--- config.mk ---
export PLATFORM = sky130hd
export DESIGN_NAME = rtat_div
export DESIGN_NICKNAME = d
export VERILOG_FILES = /design/src/hdl/rtat_pkg.sv /design/src/hdl/rtat_div.sv
export SDC_FILE = /design/constraint.sdc
export NUM_CORES = 1
export LEC_CHECK = 0
export ABC_AREA = 0
export BUFFER_PORTS_ARGS = -buffer_cell sky130_fd_sc_hd__buf_4
export CAP_MARGIN = 20
export CORE_UTILIZATION = 40
export DETAILED_ROUTE_END_ITERATION = 6
export PLACE_DENSITY_LB_ADDON = 0.1
export SYNTH_ARGS = -nofsm -noshare
export SYNTH_HDL_FRONTEND = slang
export SYNTH_SLANG_ARGS = --single-unit
export TNS_END_PERCENT = 50
--- constraint.sdc ---
create_clock -name clock -period 2.8 [get_ports clock]
set_clock_uncertainty 0.05 [all_clocks]
set_input_delay 0.14 -clock clock [delete_from_list [all_inputs] [get_ports clock]]
set_output_delay 0.14 -clock clock [all_outputs]
set_load 0.1 [all_outputs]
--- src/hdl/rtat_pkg.sv ---
// Shared widths, codes and types for the rank-to-address translator.
`default_nettype none

package rtat_pkg;

   // default sizes of the tables
   localparam int NUM_BANKS_DEF  = 4;
   localparam int ADDR_DEPTH_DEF = 1024;
   localparam int RANK_DEPTH_DEF = 1024;

   // field widths
   localparam int REQ_W      = 2;
   localparam int RANK_W     = 10;
   localparam int BANK_W     = 2;
   localparam int SLOT_W     = 10;
   localparam int ENTRY_W    = 64;
   localparam int STATUS_W   = 2;
   localparam int MODE_W     = 4;
   localparam int MAP_W      = BANK_W + SLOT_W;
   localparam int CSR_IDX_W  = 3;
   localparam int CSR_DATA_W = 10;

   // datapath widths
   localparam int MULB_W    = RANK_W + 1;
   localparam int PROD_W    = 2 * MULB_W;
   localparam int ADDEND_W  = RANK_W + 1;
   localparam int CALC_W    = 24;
   localparam int DIV_CNT_W = 4;
   localparam int STATE_W   = 4;

   // request types
   localparam logic [REQ_W-1:0] REQ_LOOKUP  = 2'd0;
   localparam logic [REQ_W-1:0] REQ_WR_ADDR = 2'd1;
   localparam logic [REQ_W-1:0] REQ_WR_MAP  = 2'd2;

   // mapping modes
   localparam logic [MODE_W-1:0] MODE_DIRECT       = 4'd0;
   localparam logic [MODE_W-1:0] MODE_DIRECT_INTRA = 4'd1;
   localparam logic [MODE_W-1:0] MODE_OFFSET       = 4'd2;
   localparam logic [MODE_W-1:0] MODE_OFFSET_INTRA = 4'd3;
   localparam logic [MODE_W-1:0] MODE_STRIDE       = 4'd4;
   localparam logic [MODE_W-1:0] MODE_STRIDE_INTRA = 4'd5;
   localparam logic [MODE_W-1:0] MODE_BLOCK        = 4'd6;
   localparam logic [MODE_W-1:0] MODE_BLOCK_INTRA  = 4'd7;
   localparam logic [MODE_W-1:0] MODE_LUT          = 4'd8;
   localparam logic [MODE_W-1:0] MODE_LUT_INTRA    = 4'd9;
   localparam logic [MODE_W-1:0] MODE_MULTI_LUT    = 4'd10;

   // status codes
   localparam logic [STATUS_W-1:0] ST_OK    = 2'd0;
   localparam logic [STATUS_W-1:0] ST_RANGE = 2'd1;
   localparam logic [STATUS_W-1:0] ST_BLOCK = 2'd2;
   localparam logic [STATUS_W-1:0] ST_MODE  = 2'd3;

   // configuration register indexes
   localparam logic [CSR_IDX_W-1:0] CSR_MODE   = 3'd0;
   localparam logic [CSR_IDX_W-1:0] CSR_BANK   = 3'd1;
   localparam logic [CSR_IDX_W-1:0] CSR_OFFSET = 3'd2;
   localparam logic [CSR_IDX_W-1:0] CSR_STRIDE = 3'd3;
   localparam logic [CSR_IDX_W-1:0] CSR_BLOCK  = 3'd4;

   // table strobes from the sequencer
   typedef struct packed {
      logic at_we;
      logic at_re;
      logic rm_we;
      logic rm_re;
   } tbl_ctl_type;

endpackage

`default_nettype wire

--- src/hdl/rtat_div.sv ---
// Iterative restoring divider, one quotient bit per cycle.
`default_nettype none

module rtat_div
   import rtat_pkg::*;
(
   input  wire logic              clock,
   input  wire logic              reset,
   input  wire logic              start,
   input  wire logic [RANK_W-1:0] dividend,
   input  wire logic [RANK_W-1:0] divisor,
   output logic                   done,
   output logic [RANK_W-1:0]      quotient
);

   logic [RANK_W:0]      rem_ff, rem_in;
   logic [RANK_W-1:0]    quo_ff, quo_in;
   logic [RANK_W-1:0]    dvs_ff, dvs_in;
   logic [DIV_CNT_W-1:0] cnt_ff, cnt_in;
   logic                 busy_ff, busy_in;
   logic                 done_ff, done_in;
   logic [RANK_W:0]      shifted;
   logic [RANK_W+1:0]    diff;

   assign shifted = {rem_ff[RANK_W-1:0], quo_ff[RANK_W-1]};
   assign diff    = {1'b0, shifted} - {2'b00, dvs_ff};

   always_comb begin
      rem_in  = rem_ff;
      quo_in  = quo_ff;
      dvs_in  = dvs_ff;
      cnt_in  = cnt_ff;
      busy_in = busy_ff;
      done_in = 1'b0;
      if (start) begin
         rem_in  = '0;
         quo_in  = dividend;
         dvs_in  = divisor;
         cnt_in  = '0;
         busy_in = 1'b1;
      end else if (busy_ff) begin
         // keep the difference unless it borrowed
         if (!diff[RANK_W+1]) begin
            rem_in = diff[RANK_W:0];
            quo_in = {quo_ff[RANK_W-2:0], 1'b1};
         end else begin
            rem_in = shifted;
            quo_in = {quo_ff[RANK_W-2:0], 1'b0};
         end
         cnt_in = cnt_ff + DIV_CNT_W'(1);
         if (cnt_ff == DIV_CNT_W'(RANK_W - 1)) begin
            busy_in = 1'b0;
            done_in = 1'b1;
         end
      end
   end

   always_ff @(posedge clock) begin
      rem_ff <= rem_in;
      quo_ff <= quo_in;
      dvs_ff <= dvs_in;
      cnt_ff <= cnt_in;
      if (reset) begin
         busy_ff <= 1'b0;
         done_ff <= 1'b0;
      end else begin
         busy_ff <= busy_in;
         done_ff <= done_in;
      end
   end

   assign done     = done_ff;
   assign quotient = quo_ff;

endmodule

`default_nettype wire

==> results of run 1 <==
## per-stage QoR
step,utilization (%),setup slack (ns)
2_1_floorplan,-,0.2891
3_3_place_gp,48.63,0.4622
3_5_place_dp,48.63,0.3876
4_1_cts,53.68,0.3952
5_1_grt,53.68,0.2031
6_report,53.68,0.3885
## logic make-up after synthesis
group / count (synthesis) / synth area share (%)
compound gates: 26 / 11.00
xor+xnor: 10 / 4.784
fa+ha+maj: 13 / 9.296
buf+inv: 20 / 4.511
flops: 36 / 50.31
mux: 15 / 8.818
simple gates: 39 / 11.28
## worst paths after layout
kind / start / end / slack [ns] / cells past startpoint
worst max-delay path: dvs_ff[6] / rem_ff[0] / 0.39 / 9
worst min-delay path: dividend[8] / quotient[8] / 0.11 / 2
worst max register to register: dvs_ff[6] / rem_ff[0] / 0.39 / 9
worst min register to register: cnt_ff[1] / cnt_ff[1] / 0.47 / 2
## where the power goes
| group | internal [uW] | switching [uW] |
|---|---|---|
| Combinational | 141 | 240 |
| Sequential | 606 | 27.6 |
| Clock | 251 | 182 |
## cell usage in the layout (no fill, tap or decap), types with 6 or more instances in the layout
cell           instances
a211oi_1               6
buf_4                 35
clkbuf_8               6
dfxtp_1               16
dlygate4sd3_1         11
edfxtp_1              20
ha_1                  12
inv_1                 15
mux2_2                 9
mux2i_1                6
nor2_1                15
nor3_1                 6
## synthesized netlist by cell type, drive strengths merged (2+ instances only)
| cell | n |
|---|---|
| nor2 | 15 |
| a31oi | 2 |
| nand4 | 2 |
| ha | 12 |
| a21oi | 3 |
| clkbuf | 3 |
| xnor2 | 5 |
| xor2 | 5 |
| dfxtp | 16 |
| mux2i | 6 |
| inv | 15 |
| a32oi | 2 |
| buf | 2 |
| and2 | 2 |
| edfxtp | 20 |
| a211oi | 6 |
| nor2b | 2 |
| nand3 | 2 |
| nor3 | 6 |
| nand2 | 4 |
| mux2 | 9 |
| nor4 | 2 |
| o31ai | 2 |
| a21o | 2 |
## sequential cells by signal, indices dropped and copies added (netlist names)
name,flops
rem_ff,10
busy_ff,1
quotient,10
dvs_ff,10
done,1
cnt_ff,4
## worst reg2reg max path, delay by kind of cell (launching register included)
kind,cells,cell delay [ns]
compound gates,3,0.83
fa+ha+maj,1,0.35
simple gates,3,0.44
flops,1,0.34
buf+inv,2,0.29
## final cells by class
type / count / area (sq um)
sequential: 36 / 920.9
fill: 407 / 2031
inverter: 15 / 56.30
tap: 52 / 65.06
clock buffer: 7 / 107.6
timing repair buffer: 46 / 372.9
multi-input combinational: 103 / 827.0
clock inverter: 1 / 3.754
## per-layer routing
layer / part of all wire, % / up-vias / routed length [um]
met5: 0 / - / 0
met4: 1.1 / 0 / 40
met3: 3.0 / 5 / 111
met2: 49 / 23 / 1802
met1: 47 / 644 / 1739
li1: - / 675 / -
## repair_timing
action,CTS,global route
hold buffers,11,0
buffers inserted,0,0
endpoints found under the hold margin,12,0
==> impl_metrics.yaml, run 1 <==
run_status:
  status: "finished clean"
layout:
  final_cell_area_sq_um: 2354
  final_cells: 260
  num-nets-final: 243
  n_antenna_cell: 0
  final_layout_size_suffix_gt1_share_pct: 26.44
  area_growth_pct: 28.57
logic_synthesis:
  synth_edf_count: 20
  avgSynthCellArea_sq_um: 11.51
  yosysWarningCount: 0
  syn-cell-area_sq_um: 1831
  netlist.area_leader.share_pct: 32.81
  ys_top_cells_by_area: "edfxtp_1, dfxtp_1, ha_1"
  yosys_register_bits: 36
  ys_seq_area_share_pct: 50.31
  synth_top_area_cell: "edfxtp_1"
  syn_inst: 159
  async_reset_ff_share_pct: 0
  synth.distinct_cells: 41
  synth-main-ff-cell: "edfxtp_1"
  syn_nets: 195
sta:
  tightest_slew_ns: 0.4040
  whs_ns: 0.1091
  rsz0062_at_grt: "no"
  fin_crit_ns: 2.411
  slew-limit-headroom_pct: 73.07
  setup_viol: 0
  hold_viol_final: 0
  finalMaxSlewViolations: 0
  max_freq_mhz: 414.7
  fin_crit_sh_pct: 86.12
  fin_setup_tns_ns: 0
clock_tree:
  clk_pin_slew_ns: 0.07
  cts.sink_count: 36
  numCtsBuffers: 5
  cts_resized: 0
  clock_path_buffers: 2
  root_buffer: "clkbuf_8"
  h-tree-depth: 2
  clock_latency_ns: 0.28
  cts_tree: "done"
detailed_routing:
  drc: 0
  wire_per_inst_um: 14.21
  drt_first_iter_violations: 52
  ant_nets: 0
  wirelength_mm: 3.694
  vias: 1347
  viasPerCell: 5.181
  firstDrtPassIters: 4
setup_path:
  start_kind: "register"
  path_buf_inv: 2
  cp_slowest_cell: "ha_1"
  arrival_ns: 2.54
  worst_setup_path_end_kind: "register"
  max_stage_delay_ns: 0.35
  cp_top_family: "compound AO/OA/AOI/OAI gates"
  crit_fanout: 14
  required_ns: 2.93
  crit_type: "register to register"
  path_cells: "inv_1 > ha_1 > a21o_1 > a221o_1 > and2_4 > nor4_4 > buf_4 > nor3_1 > a311o_1"
power:
  power_uw: 1447
  power.leakage_uw: 0.001033
  power_density_nw_per_um2: 614.8
  vdd_drop_max_mv: 0.3537
global_routing:
  met3_usage_pct: 5.087
  use_met2_pct: 28.26
  grt_antenna_before_repair: 0
  grt_pass1_vias: 1408
  grt_overflow: 0
  grt_pass1_wl_mm: 6.561
  busiest_layer: "met2"
  globalRouteTotalUtil_pct: 17.20
  grt_max_degree: 35
  use_met1_pct: 21.80
floorplan:
  rows: 24
  die_h_um: 69.65
  start_util_pct: 41.75
  die_x_um: 69.65
  core-area_sq_um: 4384
  num_io_pins: 34
  fp.dieArea_sq_um: 4851
place:
  placed_cells_incl_taps: 241
  place_area_sq_um: 2132
  place.gp.congestion: 0.7985
  port_buffers: 33
  dp_hpwl_mm: 2.597
run:
  drv_cap: 0
hold_path:
  hold_path.class: "input pin to register"
Power figures use the tool's default switching activity.
==> run 2, diff against run 1 <==
--- a/config.mk
+++ b/config.mk
@@ -9,6 +9,7 @@
 export BUFFER_PORTS_ARGS = -buffer_cell sky130_fd_sc_hd__buf_4
 export CAP_MARGIN = 20
 export CORE_UTILIZATION = 40
+export CTS_BUF_LIST = sky130_fd_sc_hd__clkbuf_2
 export DETAILED_ROUTE_END_ITERATION = 6
 export PLACE_DENSITY_LB_ADDON = 0.1
 export SYNTH_ARGS = -nofsm -noshare
==> impl_metrics.yaml, run 2 (synthesis gave the netlist of run 1 again) <==
run_status:
  status: "finished clean"
sta:
  tightest_slew_ns: 0.4007
  max_freq_mhz: 414.7
  setup_viol: 0
  hold_viol_final: 0
  slew-limit-headroom_pct: 73.19
  finalMaxSlewViolations: 0
  setup_ws_ns: 0.3889
  fin_crit_ns: 2.411
  rsz0062_at_grt: "no"
  fin_crit_sh_pct: 86.11
  whs_ns: 0.06015
  fin_setup_tns_ns: 0
layout:
  final-seq-area_sq_um: 920.9
  num-nets-final: 252
  final_layout_size_suffix_gt1_share_pct: 24.88
  fill_cells: 408
  n_antenna_cell: 0
  area_growth_pct: 30.83
  final_cell_mix: "buf_4, edfxtp_1, dlygate4sd3_1, dfxtp_1"
  final_cells: 269
  final_common_cell: "buf_4"
  multi_input_area_sq_um: 827.0
clock_tree:
  clk_pin_slew_ns: 0.20
  clock_latency_ns: 0.38
  clock_path_buffers: 2
  numCtsBuffers: 5
  h-tree-depth: 2
  cts.sink_count: 36
  root_buffer: "clkbuf_2"
  cts_tree: "done"
  post-cts-setup-buffers: 0
  cts_resized: 0
  holdBufCountCts: 20
setup_path:
  cp_common_cell: "inv_1"
  required_ns: 3.05
  arrival_ns: 2.66
  path_buf_inv: 2
  worst_setup_path_end_kind: "register"
  r2r-end: "rem_ff[8]"
  crit_fanout: 3
  r2r_slack_ns: 0.39
  critPathLaunch: "quotient[9]"
  reg2reg_depth: 10
  cp_top_family: "compound AO/OA/AOI/OAI gates"
  max_stage_delay_ns: 0.47
  path_cells: "inv_1 > ha_1 > inv_1 > fa_1 > a21oi_1 > o2bb2ai_1 > nor4_1 > nor3_1 > xnor2_1 > o31ai_1"
  cp_slowest_cell: "edfxtp_1"
  reg2reg_from: "quotient[9]"
  crit_type: "register to register"
  start_kind: "register"
place:
  dp_slack_ns: 0.3876
  placed_cells_incl_taps: 241
  dp_hpwl_mm: 2.597
  port_buffers: 33
  place.gp.congestion: 0.7985
hold_path:
  hold_path.class: "input pin to register"
  min_to: "quotient[0]"
  hold_depth: 3
  hold_path.startpoint: "dividend[0]"
detailed_routing:
  vias: 1370
  viasPerCell: 5.093
  wirelength_mm: 3.809
  firstDrtPassIters: 4
  ant_nets: 0
  drt_first_iter_violations: 53
  wire_per_inst_um: 14.16
  drc: 0
floorplan:
  start_util_pct: 41.75
  rows: 24
  num_io_pins: 34
  core-area_sq_um: 4384
  die_x_um: 69.65
  fp.dieArea_sq_um: 4851
  die_h_um: 69.65
power:
  seqPwrFrac_pct: 47.2
  power_frac_clock_pct: 23.6
  power_uw: 1342
  power_density_nw_per_um2: 560.4
  power_switching_uw: 441.8
  comb_power_share_pct: 29.2
  vdd_drop_max_mv: 0.3977
  power.share.switching_pct: 32.92
  p_int_uw: 900.3
  power.leakage_uw: 0.001052
global_routing:
  grt_overflow: 0
  grt_pass1_wl_mm: 6.596
  grt_antenna_before_repair: 0
  globalRouteTotalUtil_pct: 17.38
  grt_pass1_vias: 1445
  grt_max_degree: 35
run:
  drv_cap: 0
run 2: changes by cell type in the layout (fill, tap and decap cells not counted), sizes merged:
cell and change:
clkinv +1, clkbuf -2, bufinv +1, dlygate4sd3 +9
run 2: layout make-up:
type                       instances  area share (%)
multi-input combinational        103           34.53
clock inverter                     3           1.567
inverter                          15           2.351
timing repair buffer              55           19.33
tap                               52           2.717
clock buffer                       5           1.045
sequential                        36           38.45
run 2: worst reg2reg max path: stages (launching register included):
cell and delay, ns:
edfxtp_1 0.47, inv_1 0.09, ha_1 0.17, inv_1 0.06, fa_1 0.40, a21oi_1 0.26, o2bb2ai_1 0.17, nor4_1 0.21
nor3_1 0.11, xnor2_1 0.14, o31ai_1 0.23
run 2: metal layers:
layer / global-route usage (%) / vias to the layer above / wire (um)
li1: - / 694 / -
met5: 0 / - / 0
met2: 29.23 / 27 / 1829
met3: 5.087 / 4 / 134
met1: 21.52 / 645 / 1809
met4: 5.333 / 0 / 35
run 2: how the worst max path moves through the flow:
stage	end	slack, ns	cells past startpoint
global route	rem_ff[8]	0.18	10
global placement	rem_ff[0]	0.46	9
CTS	rem_ff[0]	0.41	9
floorplan	rem_ff[8]	0.29	10
detailed placement	rem_ff[0]	0.39	9
finish	rem_ff[8]	0.39	10
run 2: metrics by stage:
step | utilization, % | cell area (sq um)
6_report | 54.62 | 2395
5_1_grt | 54.62 | 2395
4_1_cts | 54.62 | 2395
3_5_place_dp | 48.63 | 2132
3_3_place_gp | 48.63 | 2132
2_1_floorplan | - | 1831
run 2: power groups by stage:
stage / clock network, uW / registers, uW / logic, uW
5_1_grt: 351 / 640 / 423
3_3_place_gp: 0 / 643 / 360
4_1_cts: 331 / 634 / 393
6_report: 317 / 634 / 392
3_5_place_dp: 0 / 644 / 368
2_1_floorplan: 0 / 750 / 169
==> run 3, diff against run 2 <==
--- a/config.mk
+++ b/config.mk
@@ -8,7 +8,7 @@
 export ABC_AREA = 0
 export BUFFER_PORTS_ARGS = -buffer_cell sky130_fd_sc_hd__buf_4
 export CAP_MARGIN = 20
-export CORE_UTILIZATION = 40
+export CORE_UTILIZATION = 57
 export CTS_BUF_LIST = sky130_fd_sc_hd__clkbuf_2
 export DETAILED_ROUTE_END_ITERATION = 6
 export PLACE_DENSITY_LB_ADDON = 0.1
==> impl_metrics.yaml, run 3 (synthesis gave the netlist of run 1 again) <==
run_status:
  status: "finished clean"
sta:
  tightest_slew_ns: 0.6542
  fin_setup_tns_ns: 0
  fin_crit_ns: 2.522
  finalMaxSlewViolations: 0
  max_freq_mhz: 396.5
  setup_viol: 0
  hold_viol_final: 0
  fin_crit_sh_pct: 90.08
  rsz0062_at_grt: "no"
  slew-limit-headroom_pct: 56.33
setup_path:
  arrival_ns: 2.75
  crit_type: "register to register"
  required_ns: 3.03
  crit_fanout: 6
  cp_slowest_cell: "ha_1"
  max_stage_delay_ns: 0.38
  start_kind: "register"
  worst_setup_path_end_kind: "register"
  path_cells: "ha_1 > a21o_1 > a221o_1 > and2_4 > nor4_4 > buf_4 > mux2i_1 > a211oi_1"
layout:
  fill_cells: 231
  area_growth_pct: 28.43
  final_cell_mix: "buf_4, edfxtp_1, dlygate4sd3_1, dfxtp_1"
  final_layout_size_suffix_gt1_share_pct: 25.46
  final_common_cell: "buf_4"
  n_antenna_cell: 0
  num-nets-final: 251
  final_cells: 260
detailed_routing:
  highest_layer: "met4"
  drt_first_iter_violations: 40
  viasPerCell: 5.265
  ant_nets: 0
  met3WireLength_um: 118
  wirelength_mm: 3.511
  wire_per_inst_um: 13.50
  firstDrtPassIters: 4
  vias: 1369
  drc: 0
  wl_met1_mm: 1.493
  wl_met2_mm: 1.803
clock_tree:
  post-cts-setup-buffers: 0
  clk_pin_slew_ns: 0.18
  holdBufCountCts: 17
  h-tree-depth: 2
  cts_resized: 0
  clock_latency_ns: 0.39
  cts.sink_count: 36
  root_buffer: "clkbuf_2"
  clock_path_buffers: 2
  numCtsBuffers: 5
  cts_tree: "done"
floorplan:
  num_io_pins: 34
  die_h_um: 58.67
  rows: 20
  die_x_um: 58.67
  start_util_pct: 59.96
  fp.dieArea_sq_um: 3442
  core-area_sq_um: 3053
hold_path:
  hold_path.class: "input pin to register"
power:
  power.leakage_uw: 0.001040
  power_density_nw_per_um2: 531.4
  power_uw: 1249
  vdd_drop_max_mv: 0.3821
global_routing:
  grt_overflow: 0
  grt_max_degree: 35
  grt_pass1_wl_mm: 5.747
  globalRouteTotalUtil_pct: 23.08
  grt_pass1_vias: 1352
  grt_antenna_before_repair: 0
place:
  placed_cells_incl_taps: 233
  dp_hpwl_mm: 2.515
  place.gp.congestion: 0.8408
  port_buffers: 33
run:
  drv_cap: 0
## run 3: changes by cell type in the layout (fill, tap and decap cells not counted)
cell / previous run / this run
clkbuf_2: 5 / 7
clkinv_1: 2 / 1
bufinv_16: 1 / 0
dlygate4sd3_1: 20 / 19
## run 3: worst max-delay path, delay by kind of cell (launching register included)
kind	cells	cell delay, ns
and+or+nand+nor	2	0.54
buffers and inverters	1	0.23
DFF	1	0.37
muxes	1	0.23
adders and majority gates	1	0.38
AOI/OAI and AO/OA	3	0.60
## run 3: cell type report
type / instances / area (sq um) / area share [%]
flip-flops and latches: 36 / 920.9 / 39.17
multi-input cells: 103 / 827.0 / 35.18
repair buffers: 54 / 452.9 / 19.27
inverters: 15 / 56.30 / 2.395
well taps: 44 / 55.05 / 2.342
clock buffers: 7 / 35.03 / 1.490
clock inverters: 1 / 3.754 / 0.1597
## run 3: final timing paths
| path | depth (start not counted) | start | slack, ns | to |
|---|---|---|---|---|
| worst max-delay path | 8 | rem_ff[5] | 0.28 | rem_ff[4] |
| worst min-delay path | 2 | dividend[4] | 0.02 | quotient[4] |
| worst min register to register | 2 | cnt_ff[3] | 0.47 | done |
| worst max register to register | 8 | rem_ff[5] | 0.28 | rem_ff[4] |
## run 3: where the power goes
| group | leakage (uW) | total (uW) | internal (uW) | switching (uW) |
|---|---|---|---|---|
| sequential | 0.000330 | 636 | 605 | 31.0 |
| clock | 0.0000306 | 228 | 66.8 | 161 |
| combinational | 0.000679 | 385 | 149 | 236 |
## run 3: layer usage
metal  up-vias  global-route usage [%]
li1        690                       -
met4         0                   13.95
met3        10                   4.835
met1       639                   26.71
met2        30                   39.41
met5         -                       0
## run 3: through the flow
step	setup WS (ns)	cell area (sq um)	utilization, %	hold WS [ns]
floorplan	0.2891	1831	-	0.1624
global placement	0.4359	2122	69.51	0.2574
detailed placement	0.3017	2122	69.51	0.2678
CTS	0.2987	2331	76.35	0.001648
global route	0.1301	2351	77.01	0.001607
finish	0.2778	2351	77.01	0.01886
